[config.mk]
export PLATFORM = sky130hd
export DESIGN_NAME = keyboard_scancode_translator
export DESIGN_NICKNAME = d
export VERILOG_FILES = /design/src/kst_pkg.sv /design/src/kst_ram.sv /design/src/kst_keymap.sv /design/src/keyboard_scancode_translator.sv
export SDC_FILE = /design/constraint.sdc
export NUM_CORES = 1
export LEC_CHECK = 0
export ABC_AREA = 1
export BUFFER_PORTS_ARGS = -buffer_cell sky130_fd_sc_hd__buf_2
export CORE_MARGIN = 3
export CORE_UTILIZATION = 38
export CTS_CLUSTER_DIAMETER = 30
export CTS_CLUSTER_SIZE = 40
export DETAILED_ROUTE_END_ITERATION = 10
export PLACE_DENSITY = 0.55
export SLEW_MARGIN = 0
export SYNTH_ARGS = -nofsm -noshare
export SYNTH_HDL_FRONTEND = slang
export SYNTH_HIERARCHICAL = 1
export SYNTH_SLANG_ARGS = --single-unit
[constraint.sdc]
create_clock -name clk -period 4.9 [get_ports clk]
set_clock_uncertainty 0.15 [all_clocks]
set_input_delay 0.98 -clock clk [delete_from_list [all_inputs] [get_ports clk]]
set_output_delay 0.98 -clock clk [all_outputs]
set_load 0.02 [all_outputs]
[src/kst_pkg.sv]
// shared types, constants and key tables of the scan code translator
package kst_pkg;

    localparam int CMD_QUEUE_DEPTH = 32;
    localparam int QIDX_W = $clog2(CMD_QUEUE_DEPTH);
    localparam int QCNT_W = $clog2(CMD_QUEUE_DEPTH + 1);

    localparam logic [7:0] LED_CMD         = 8'hED;
    localparam logic [7:0] SC_LSHIFT_MAKE  = 8'h2A;
    localparam logic [7:0] SC_RSHIFT_MAKE  = 8'h36;
    localparam logic [7:0] SC_LSHIFT_BREAK = 8'hAA;
    localparam logic [7:0] SC_RSHIFT_BREAK = 8'hB6;
    localparam logic [7:0] SC_CAPS         = 8'h3A;
    localparam logic [7:0] SC_NUM          = 8'h45;
    localparam logic [7:0] SC_SCROLL       = 8'h46;
    localparam logic [7:0] SC_ACK          = 8'hFA;
    localparam logic [7:0] SC_RESEND       = 8'hFE;
    localparam logic [7:0] SC_TAB          = 8'h0F;
    localparam logic [7:0] CASE_OFFSET     = 8'h20;
    localparam logic [7:0] CHAR_UPPER_A    = 8'h41;
    localparam logic [7:0] CHAR_UPPER_Z    = 8'h5A;

    localparam logic [2:0] LED_CAPS   = 3'b100;
    localparam logic [2:0] LED_NUM    = 3'b010;
    localparam logic [2:0] LED_SCROLL = 3'b001;

    typedef enum logic [1:0] {
        CMD_SCAN = 2'd0,
        CMD_POLL = 2'd1,
        CMD_SYNC = 2'd2
    } command_t;

    typedef enum logic [1:0] {
        KIND_CHAR  = 2'd0,
        KIND_SEND  = 2'd1,
        KIND_FOCUS = 2'd2
    } kind_t;

    typedef enum logic [1:0] {
        SRC_DIRECT  = 2'd0,
        SRC_RAM     = 2'd1,
        SRC_PENDING = 2'd2
    } value_src_t;

    typedef struct packed {
        logic       valid;
        kind_t      kind;
        value_src_t src;
        logic [7:0] value;
    } result_t;

    function automatic logic [7:0] key_char(input logic [6:0] idx, input logic shifted);
        logic [7:0] ch;
        begin
            ch = 8'h00;
            case (idx)
                7'h02: ch = shifted ? 8'h21 : 8'h31;
                7'h03: ch = shifted ? 8'h40 : 8'h32;
                7'h04: ch = shifted ? 8'h23 : 8'h33;
                7'h05: ch = shifted ? 8'h24 : 8'h34;
                7'h06: ch = shifted ? 8'h25 : 8'h35;
                7'h07: ch = shifted ? 8'h5E : 8'h36;
                7'h08: ch = shifted ? 8'h26 : 8'h37;
                7'h09: ch = shifted ? 8'h2A : 8'h38;
                7'h0A: ch = shifted ? 8'h28 : 8'h39;
                7'h0B: ch = shifted ? 8'h29 : 8'h30;
                7'h0C: ch = shifted ? 8'h5F : 8'h2D;
                7'h0D: ch = shifted ? 8'h2B : 8'h3D;
                7'h0E: ch = 8'h08;
                7'h10: ch = 8'h51;
                7'h11: ch = 8'h57;
                7'h12: ch = 8'h45;
                7'h13: ch = 8'h52;
                7'h14: ch = 8'h54;
                7'h15: ch = 8'h59;
                7'h16: ch = 8'h55;
                7'h17: ch = 8'h49;
                7'h18: ch = 8'h4F;
                7'h19: ch = 8'h50;
                7'h1A: ch = shifted ? 8'h7B : 8'h5B;
                7'h1B: ch = shifted ? 8'h7D : 8'h5D;
                7'h1C: ch = 8'h0A;
                7'h1E: ch = 8'h41;
                7'h1F: ch = 8'h53;
                7'h20: ch = 8'h44;
                7'h21: ch = 8'h46;
                7'h22: ch = 8'h47;
                7'h23: ch = 8'h48;
                7'h24: ch = 8'h4A;
                7'h25: ch = 8'h4B;
                7'h26: ch = 8'h4C;
                7'h27: ch = shifted ? 8'h3A : 8'h3B;
                7'h28: ch = shifted ? 8'h22 : 8'h27;
                7'h29: ch = shifted ? 8'h7E : 8'h60;
                7'h2B: ch = shifted ? 8'h7C : 8'h5C;
                7'h2C: ch = 8'h5A;
                7'h2D: ch = 8'h58;
                7'h2E: ch = 8'h43;
                7'h2F: ch = 8'h56;
                7'h30: ch = 8'h42;
                7'h31: ch = 8'h4E;
                7'h32: ch = 8'h4D;
                7'h33: ch = shifted ? 8'h3C : 8'h2C;
                7'h34: ch = shifted ? 8'h3E : 8'h2E;
                7'h35: ch = shifted ? 8'h3F : 8'h2F;
                7'h37: ch = 8'h2A;
                7'h39: ch = 8'h20;
                7'h47: ch = 8'h37;
                7'h48: ch = 8'h38;
                7'h49: ch = 8'h39;
                7'h4A: ch = 8'h2D;
                7'h4B: ch = 8'h34;
                7'h4C: ch = 8'h35;
                7'h4D: ch = 8'h36;
                7'h4E: ch = 8'h2B;
                7'h4F: ch = 8'h31;
                7'h50: ch = 8'h32;
                7'h51: ch = 8'h33;
                7'h52: ch = 8'h30;
                7'h53: ch = 8'h2E;
                7'h73: ch = shifted ? 8'h5F : 8'h5C;
                7'h7D: ch = shifted ? 8'h7C : 8'h5C;
                default: ch = 8'h00;
            endcase
            return ch;
        end
    endfunction

endpackage

[src/kst_ram.sv]
// generic single-write, single-read RAM with registered read data
module kst_ram #(
    parameter int WIDTH = 8,
    parameter int DEPTH = 32
) (
    input  logic                     clk,
    input  logic                     wr_en,
    input  logic [$clog2(DEPTH)-1:0] wr_addr,
    input  logic [WIDTH-1:0]         wr_data,
    input  logic                     rd_en,
    input  logic [$clog2(DEPTH)-1:0] rd_addr,
    output logic [WIDTH-1:0]         rd_data
);

    logic [WIDTH-1:0] mem [DEPTH];

    always_ff @(posedge clk)
    begin
        if (wr_en)
        begin
            mem[wr_addr] <= wr_data;
        end
        if (rd_en)
        begin
            rd_data <= mem[rd_addr];
        end
    end

endmodule

[src/kst_keymap.sv]
// scan code to character lookup with shift and caps lock case folding
module kst_keymap
    import kst_pkg::*;
(
    input  logic [7:0] code,
    input  logic       shifted,
    input  logic       caps,
    output logic [7:0] ch
);

    logic [7:0] raw;
    logic       is_letter;

    always_comb
    begin
        raw       = code[7] ? 8'h00 : key_char(code[6:0], shifted);
        is_letter = (raw >= CHAR_UPPER_A) && (raw <= CHAR_UPPER_Z);
        ch        = (is_letter && (caps == shifted)) ? (raw + CASE_OFFSET) : raw;
    end

endmodule

[src/keyboard_scancode_translator.sv]
// top level of the set-1 scan code translator
//
// channel   direction  tdata          tuser        tlast
// s_axis    in         scancode[7:0]  command[1:0] -
// m_axis    out        value[7:0]     kind[1:0]    last
// cfg       in         initial_leds   -            -
//
// a word is taken into an input register and finished by the logic behind it, so a new word is
// accepted every cycle unless the result stalls; lock keys and led sync take a second pass, one
// per byte written into the single write port of the command queue memory.
// the result register is refilled in the cycle it is taken; a stall there holds the input.
// reset clears all control state; the queue memory needs no clearing pass.
module keyboard_scancode_translator
    import kst_pkg::*;
(
    input  logic       clk,
    input  logic       rst_n,
    input  logic       s_axis_tvalid,
    output logic       s_axis_tready,
    input  logic [7:0] s_axis_tdata,   // scancode[7:0]
    input  logic [1:0] s_axis_tuser,   // command[1:0]
    output logic       m_axis_tvalid,
    input  logic       m_axis_tready,
    output logic [7:0] m_axis_tdata,   // value[7:0]
    output logic [1:0] m_axis_tuser,   // kind[1:0]
    output logic       m_axis_tlast,
    input  logic       cfg_wr_en,
    input  logic [2:0] cfg_wr_data
);

    localparam logic [QIDX_W:0]   DEPTH_SUM = (QIDX_W + 1)'(CMD_QUEUE_DEPTH);
    localparam logic [QCNT_W-1:0] DEPTH_CNT = QCNT_W'(CMD_QUEUE_DEPTH);
    localparam logic [QIDX_W-1:0] LAST_IDX  = QIDX_W'(CMD_QUEUE_DEPTH - 1);

    logic              in_valid_reg;
    command_t          in_cmd_reg;
    logic [7:0]        in_code_reg;
    logic [2:0]        initial_leds_reg;
    logic [1:0]        shift_reg, shift_next;
    logic [2:0]        leds_reg, leds_next;
    logic [QIDX_W-1:0] head_reg, head_next;
    logic [QCNT_W-1:0] count_reg, count_next;
    logic              ack_reg, ack_next;
    logic [7:0]        pending_reg;
    logic              phase_reg, phase_next;
    result_t           res_reg, res_next;

    logic              res_ready;
    logic              fire;
    logic              release_item;
    logic              push_req;
    logic [7:0]        push_data;
    logic              rd_en;
    logic [7:0]        rd_data;
    logic              wr_en;
    logic [QIDX_W:0]   tail_sum;
    logic [QIDX_W-1:0] tail;
    logic [7:0]        ch;

    kst_keymap u_keymap (
        .code    (in_code_reg),
        .shifted (shift_reg != 2'b00),
        .caps    (leds_reg[2]),
        .ch      (ch)
    );

    kst_ram #(
        .WIDTH (8),
        .DEPTH (CMD_QUEUE_DEPTH)
    ) u_queue (
        .clk     (clk),
        .wr_en   (wr_en),
        .wr_addr (tail),
        .wr_data (push_data),
        .rd_en   (rd_en),
        .rd_addr (head_reg),
        .rd_data (rd_data)
    );

    assign res_ready     = !res_reg.valid || m_axis_tready;
    assign fire          = in_valid_reg && res_ready;
    assign s_axis_tready = !in_valid_reg || release_item;

    always_comb
    begin
        tail_sum = (QIDX_W + 1)'(head_reg) + (QIDX_W + 1)'(count_reg);
        tail     = (tail_sum >= DEPTH_SUM) ? QIDX_W'(tail_sum - DEPTH_SUM) : QIDX_W'(tail_sum);
    end

    always_comb
    begin
        shift_next   = shift_reg;
        leds_next    = leds_reg;
        head_next    = head_reg;
        ack_next     = ack_reg;
        phase_next   = phase_reg;
        release_item = 1'b0;
        push_req     = 1'b0;
        push_data    = LED_CMD;
        rd_en        = 1'b0;
        res_next     = '{valid: 1'b0, kind: KIND_CHAR, src: SRC_DIRECT, value: 8'h00};

        if (fire)
        begin
            if (phase_reg)
            begin
                // second byte of an led command
                push_req     = 1'b1;
                push_data    = {5'b00000, leds_reg};
                phase_next   = 1'b0;
                release_item = 1'b1;
            end
            else
            begin
                case (in_cmd_reg)
                    CMD_POLL:
                    begin
                        release_item = 1'b1;
                        if ((count_reg != '0) && !ack_reg)
                        begin
                            rd_en     = 1'b1;
                            head_next = (head_reg == LAST_IDX) ? '0 : head_reg + 1'b1;
                            ack_next  = 1'b1;
                            res_next  = '{valid: 1'b1, kind: KIND_SEND, src: SRC_RAM,
                                          value: 8'h00};
                        end
                    end
                    CMD_SYNC:
                    begin
                        leds_next  = initial_leds_reg;
                        push_req   = 1'b1;
                        phase_next = 1'b1;
                    end
                    CMD_SCAN:
                    begin
                        release_item = 1'b1;
                        if (ch != 8'h00)
                        begin
                            res_next = '{valid: 1'b1, kind: KIND_CHAR, src: SRC_DIRECT,
                                         value: ch};
                        end
                        case (in_code_reg)
                            SC_TAB:
                            begin
                                res_next = '{valid: 1'b1, kind: KIND_FOCUS, src: SRC_DIRECT,
                                             value: 8'h00};
                            end
                            SC_LSHIFT_MAKE:  shift_next = shift_reg | 2'b01;
                            SC_RSHIFT_MAKE:  shift_next = shift_reg | 2'b10;
                            SC_LSHIFT_BREAK: shift_next = shift_reg & 2'b10;
                            SC_RSHIFT_BREAK: shift_next = shift_reg & 2'b01;
                            SC_CAPS, SC_NUM, SC_SCROLL:
                            begin
                                if (in_code_reg == SC_CAPS)
                                begin
                                    leds_next = leds_reg ^ LED_CAPS;
                                end
                                else if (in_code_reg == SC_NUM)
                                begin
                                    leds_next = leds_reg ^ LED_NUM;
                                end
                                else
                                begin
                                    leds_next = leds_reg ^ LED_SCROLL;
                                end
                                push_req     = 1'b1;
                                phase_next   = 1'b1;
                                release_item = 1'b0;
                            end
                            SC_ACK: ack_next = 1'b0;
                            SC_RESEND:
                            begin
                                if (ack_reg)
                                begin
                                    res_next = '{valid: 1'b1, kind: KIND_SEND,
                                                 src: SRC_PENDING, value: 8'h00};
                                end
                            end
                            default: ;
                        endcase
                    end
                    default: release_item = 1'b1;
                endcase
            end
        end
    end

    // a push and a pop never come from the same word
    always_comb
    begin
        wr_en      = push_req && (count_reg < DEPTH_CNT);
        count_next = count_reg;
        if (wr_en)
        begin
            count_next = count_reg + 1'b1;
        end
        else if (rd_en)
        begin
            count_next = count_reg - 1'b1;
        end
    end

    always_ff @(posedge clk or negedge rst_n)
    begin
        if (!rst_n)
        begin
            in_valid_reg     <= 1'b0;
            initial_leds_reg <= 3'b000;
            shift_reg        <= 2'b00;
            leds_reg         <= 3'b000;
            head_reg         <= '0;
            count_reg        <= '0;
            ack_reg          <= 1'b0;
            pending_reg      <= 8'h00;
            phase_reg        <= 1'b0;
            res_reg          <= '{valid: 1'b0, kind: KIND_CHAR, src: SRC_DIRECT, value: 8'h00};
        end
        else
        begin
            if (cfg_wr_en)
            begin
                initial_leds_reg <= cfg_wr_data;
            end
            if (s_axis_tready)
            begin
                in_valid_reg <= s_axis_tvalid;
            end
            shift_reg <= shift_next;
            leds_reg  <= leds_next;
            head_reg  <= head_next;
            count_reg <= count_next;
            ack_reg   <= ack_next;
            phase_reg <= phase_next;
            if (res_reg.valid && m_axis_tready && (res_reg.src == SRC_RAM))
            begin
                pending_reg <= rd_data;
            end
            if (res_ready)
            begin
                res_reg <= res_next;
            end
        end
    end

    always_ff @(posedge clk)
    begin
        if (s_axis_tready)
        begin
            in_cmd_reg  <= command_t'(s_axis_tuser);
            in_code_reg <= s_axis_tdata;
        end
    end

    always_comb
    begin
        case (res_reg.src)
            SRC_RAM:     m_axis_tdata = rd_data;
            SRC_PENDING: m_axis_tdata = pending_reg;
            default:     m_axis_tdata = res_reg.value;
        endcase
    end

    assign m_axis_tvalid = res_reg.valid;
    assign m_axis_tuser  = res_reg.kind;
    assign m_axis_tlast  = 1'b1;

endmodule

Yosys cells after proc, flatten, opt, wreduce, memory -nomap -nowiden
Memories as Yosys holds them, arrays and structs flattened. A register that Yosys moved wholly into a read port is not among the register bits.
Index checks and enable logic that the tools add are counted.
{ "totals": {"romBits": 0, "elab_cells": 218, "latch_bits": 0, "inputBits": 18, "out_inout_bits": 13, "mem_count": 1, "ff_bits": 53, "mem_bits_rw": 256} }
{ "op_classes": {"n_div": 0, "n_reduce_logical": 30, "n_shift": 0, "mul": 0, "add_sub_neg": 6, "muxes": 62, "n_eq_ne": 89, "n_bitwise": 8, "order_cmp": 4} }
{ "mem_list": {"columns": ["memory", "words", "width", "rd", "rd_ports_with_merged_regs", "write_ports", "line_no", "rtl"], "rows": [
  ["u_queue.mem", 32, 8, 1, 1, 1, "kst_ram.sv:15", "logic [WIDTH-1:0] mem [DEPTH];"]
]} }
{ "op_table": {"columns": ["op", "n"], "rows": [
  ["8-bit case mux with 65 select lines", 1],
  ["7-bit by 6-bit equality test with 1-bit output (second input constant)", 23],
  ["7-bit by 5-bit equality test with 1-bit output (second input constant)", 15],
  ["7-bit equality test (second input constant)", 15],
  ["5-bit 2-to-1 mux", 15],
  ["13-bit 2-to-1 mux", 5],
  ["13-bit case mux with 2 select lines", 2],
  ["7-bit by 4-bit equality test with 1-bit output (second input constant)", 7],
  ["8-bit equality test (second input constant)", 4],
  ["8-bit 2-to-1 mux", 4],
  ["6-bit 2-to-1 mux", 5],
  ["7-bit by 3-bit equality test with 1-bit output (second input constant)", 4],
  ["8-bit by 6-bit equality test with 1-bit output (second input constant)", 3],
  ["6-bit AND reduction", 4],
  ["7-bit 2-to-1 mux", 3],
  ["8-bit by 7-bit equality test with 1-bit output (second input constant)", 2],
  ["1-bit 2-to-1 mux", 16],
  ["8-bit case mux with 2 select lines", 1],
  ["7-bit by 2-bit equality test with 1-bit output (second input constant)", 2],
  ["2-bit nonzero test", 6],
  ["2-bit != test (second input constant)", 5],
  ["5-bit AND reduction", 2],
  ["3-bit 2-to-1 mux", 3],
  ["8-bit by 6-bit adder with 8-bit output (second input constant)", 1],
  ["other kinds (29)", 51]
]} }

Logic depth before layout (Yosys ltp)
{ "depth": {"word_depth": 15, "ltp_mapped": 24, "depth_no_buf": 23} }

By module
The synthesis kept the hierarchy.
{ "modules_own_cells": {"columns": ["module", "seq_area_each_um2", "cells_per_inst", "instances", "area_each_um2"], "rows": [
  ["kst_ram", 7927.6, 922, 1, 10866.7],
  ["keyboard_scancode_translator", 1376.3, 328, 1, 2990.4],
  ["kst_keymap", 0.0, 345, 1, 1452.6]
]} }

Worst setup path before layout
Ideal clock, no wire load.
{ "synth_timing": {"path_type": "input-to-reg", "from": "in m_axis_tready", "to": "reg count_reg[5]", "setup_slack_ns": 1.316, "cell_stages": 15, "setup_time_ns": 0.065, "path_buffers": 0, "required_time_ns": 4.685, "arrival_time_ns": 3.369, "cell_sequence": "nor2_2 > inv_2 > nand2_2 > nor2_1 > inv_2 > nand2_4 > nand2_4 > ha_1 > a21oi_1 > o21ai_0 > nor2_1 > nand4_1 > nand2_1 > nand2_1 > nand2_1"} }
{ "synth_via": {"elab_chain_len": 5, "word_cells_on_any_way": 7, "cone_classes": "mux (3); reduce/logical (4)"} }
{ "synth_lines": {"columns": ["element", "line_no", "rtl"], "rows": [
  ["start: declaration", "keyboard_scancode_translator.sv:23", "input logic m_axis_tready,"],
  ["1-bit logical OR *", "keyboard_scancode_translator.sv:80", "assign res_ready = !res_reg.valid || m_axis_tready;"],
  ["1-bit logical AND *", "keyboard_scancode_translator.sv:81", "assign fire = in_valid_reg && res_ready;"],
  ["1-bit 2-to-1 mux", "keyboard_scancode_translator.sv:103", "if (fire)"],
  ["1-bit logical AND", "keyboard_scancode_translator.sv:191", "wr_en = push_req && (count_reg < DEPTH_CNT);"],
  ["6-bit 2-to-1 mux / 2-bit nonzero test (equally long branches)", null, null],
  ["end signal: assignment", "keyboard_scancode_translator.sv:231", "count_reg <= count_next;"],
  ["end: declaration", "keyboard_scancode_translator.sv:42", "logic [QCNT_W-1:0] count_reg, count_next;"]
]} }
Mark *: on every way between the ends. The rest lies on a longest branch, timed or not.
A chain may end at the register's enable or synchronous reset.

Final worst setup path
{ "layout_timing": {"from": "reg in_code_reg[0]", "to": "out s_axis_tready"} }
{ "layout_via": {"elab_chain_len": 7, "word_cells_on_any_way": 9, "cone_classes": "eq/ne (3); mux (4); reduce/logical (2)"} }
{ "layout_lines": {"columns": ["element", "line_no", "rtl"], "rows": [
  ["start: declaration", "keyboard_scancode_translator.sv:37", "logic [7:0] in_code_reg;"],
  ["start signal: assignment", "keyboard_scancode_translator.sv:250", "in_code_reg <= s_axis_tdata;"],
  ["8-bit by 6-bit equality test with 1-bit output / 8-bit by 7-bit equality test with 1-bit output (equally long branches)", "keyboard_scancode_translator.sv:142", "case (in_code_reg)"],
  ["3-bit OR reduction *", "keyboard_scancode_translator.sv:142", null],
  ["1-bit 2-to-1 mux *", "keyboard_scancode_translator.sv:142", null],
  ["1-bit case mux with 2 select lines *", "keyboard_scancode_translator.sv:115", "case (in_cmd_reg)"],
  ["1-bit 2-to-1 mux *", "keyboard_scancode_translator.sv:105", "if (phase_reg)"],
  ["1-bit 2-to-1 mux *", "keyboard_scancode_translator.sv:103", null],
  ["1-bit logical OR *", "keyboard_scancode_translator.sv:82", "assign s_axis_tready = !in_valid_reg || release_item;"],
  ["end: declaration", "keyboard_scancode_translator.sv:19", "output logic s_axis_tready,"]
]} }
Marked as above.

==> metrics.txt <==
status finished, final reports clean; Vias/cell 5.038; post-synthesis sequential area ratio 0.6077; PostCTS Resize Cnt 0; Post-CTS Setup Inserts 0; RSZ-0062 raised after global routing false; Synth warnings 6; most frequent cells in the layout nand2_1, edfxtp_1, nand3_1; post-route DRC violation count 0; leakage power 0.007506 uW; Slew headroom 0.2106; hold crit path type reg2reg; Int Pwr 7368 uW; drt pass-1 iters 6; worst vdd ir 0.2853 mV; Iter 0 DRT Violations 909; Routed Antenna Nets 0; CP cell instances inv_1, nor2_1, nand2_1, nor2_4, nor2_4, nand2_4, nand2_1, o21ai_0, nand2_1, buf_2; die area 42,730 um^2; Final GP Congestion 0.9366; Largest stage delay, worst path 660 ps; Min Hold Slack 320.3 ps; number of diodes 0; CP Capture Type primary output; hold buffer count at cts 0; via count 11,330; Die X 206.7 um; Hold Vio Cnt, Final 0; capturing point of the worst reg2reg path m_axis_tvalid; wire length of the first global-routing pass 60,340 um; Nets 1,706; cell count after synthesis 1,595; Setup crit start in_code_reg[0]; switching pwr 4430 uW; max reg flops 256; fin. max-slew vios 0; H-Tree Depth 3; CP endpoint s_axis_tready; clock latency on the worst-skew pair 580 ps; antenna violations before repair 0; CP Data Required Time 3770 ps; FF+latch count, synth 317; Max Root-Sink Buffers 3; clk sink count 317; period utilisation layout 0.8437; Critical Path AT 3000 ps; largest net degree at the start of global routing 99; cell accounting for the most synthesized area edfxtp_1; power share of the clock group 0.375; initial core utilization 0.3907; main flop type after synthesis edfxtp_1; critical path class reg2out; DIE HEIGHT 206.7 um; CTS root buffer clkbuf_16; Post-Route Setup TNS 0 ps; aggregate global-route resource usage 0.1819; hold wc startpoint m_axis_tuser[1]; Synth top area share 0.5374; CP startpoint kind register; CP most frequent cell nand2_1; critical-path maximum fanout 12; FFs w/ async S/R, synth 0.1356; Net Sw Frac 0.3755; Clk pin slew, worst setup/hold paths 40 ps; slowest CP cell edfxtp_1; fill cell count 3,658; post-layout min period 4134 ps; Fmax achieved 241.9 MHz; register share of total power 0.315; total of max-cap violations 0; number of global-route vias before repair 11,050; # setup viols final 0; share of cells above drive strength 1 0.1237; Num CTS Buffers 70; r2r setup slk 1290 ps; Synth cell types 47; Area Overhead vs Synth 18.40%; dpl ws 931.5 ps; DRT Wirelength 38,040 um; Post-synth EDFFs 274; most common cell after layout, fill and taps aside nand2_1; Avg Inst Size Synth 9.599 um^2; Routed WL per cell 16.92 um; power density over cell area 650.8 nW/um^2; Slew @ Worst Pin 1183 ps; Cell Area, Synth 15,310 um^2; combinational fraction of design power 0.310; final worst setup slack 766.1 ps; CTS tree done; # rows 72; port bufs 29; ranking of synthesized cells by area edfxtp_1, nand2_1, nand3_1, dfrtp_1, nor2_1; Core ar. 39,190 um^2; Detailed Place HPWL 24,480 um; FF-to-FF path depth 20; total gr overflow 0; IO Count 31; Critical R2R Launch in_code_reg[5]
==> logic make-up (layout without fill, tap and decap cells) <==
kind of cell             count (synthesis)  count (layout)  share of synthesized area
flip-flops                             317             317                     0.6077
AO/OA/AOI/OAI                           82              82                    0.03122
multiplexers                            11              11                   0.008009
other                                    2              33                  0.0004905
XOR/XNOR                                 9               9                   0.005149
adder cells (fa/ha/maj)                 15              15                    0.01324
buffers and inverters                  161             265                    0.05566
AND/OR/NAND/NOR                        998             998                     0.2785
==> Yosys cell counts, drive strengths merged, types with 11 or more instances <==
cell type  instances
nand2            583
nor2             140
nor3              11
inv               94
buf               55
clkbuf            11
nand3            253
o21ai             32
ha                13
a21oi             28
dfrtp             43
edfxtp           274
==> per-stage QoR <==
stage | instances | utilization | cell area, um^2 | power (uW)
floorplan | 1626 | - | 15430 | 6440
finish | 2248 | 0.4626 | 18130 | 11800
global placement | 2119 | 0.4038 | 15820 | 7388
CTS | 2248 | 0.4626 | 18130 | 11870
detailed placement | 2119 | 0.4038 | 15820 | 7390
global route | 2248 | 0.4626 | 18130 | 12530
==> power groups by stage <==
stage          registers (uW)  clock network [uW]  logic (uW)
2_1_floorplan            3630                   0        2810
3_3_place_gp             3760                   0        3630
3_5_place_dp             3760                   0        3630
4_1_cts                  3720                4510        3650
5_1_grt                  3760                4660        4120
6_report                 3710                4430        3660
==> layout make-up <==
| class | count | area (um^2) | share of cell area |
|---|---|---|---|
| flip-flops and latches | 317 | 9309 | 0.5135 |
| inverters | 95 | 357.8 | 0.01974 |
| well taps | 518 | 648.1 | 0.03575 |
| clock inverters | 50 | 509.2 | 0.02809 |
| repair buffers | 41 | 235.2 | 0.01298 |
| multi-input cells | 1148 | 5273 | 0.2909 |
| clock buffers | 79 | 1795 | 0.09905 |
==> worst min path at each step <==
stage / slack, ps / to / depth (start not counted)
2_1_floorplan: 290 / shift_reg[1] / 2
3_3_place_gp: 320 / m_axis_tuser[1] / 2
3_5_place_dp: 310 / count_reg[5] / 2
4_1_cts: 330 / count_reg[5] / 2
5_1_grt: 360 / m_axis_tuser[1] / 2
6_report: 320 / m_axis_tuser[1] / 2
==> metal layers <==
layer	share of wire	up-vias	track usage
met4	0.031	0	0.07440
met3	0.059	88	0.03873
met2	0.45	358	0.2796
met5	0	-	0
met1	0.46	5360	0.2523
li1	-	5520	-
==> critical path: cells and delay by family (launching register included) <==
family                 cells  cell delay, ps
and+or+nand+nor            7            1010
DFF                        1             660
buffers and inverters      2             440
AOI/OAI and AO/OA          1             330
(Power assumes the default switching activity.)
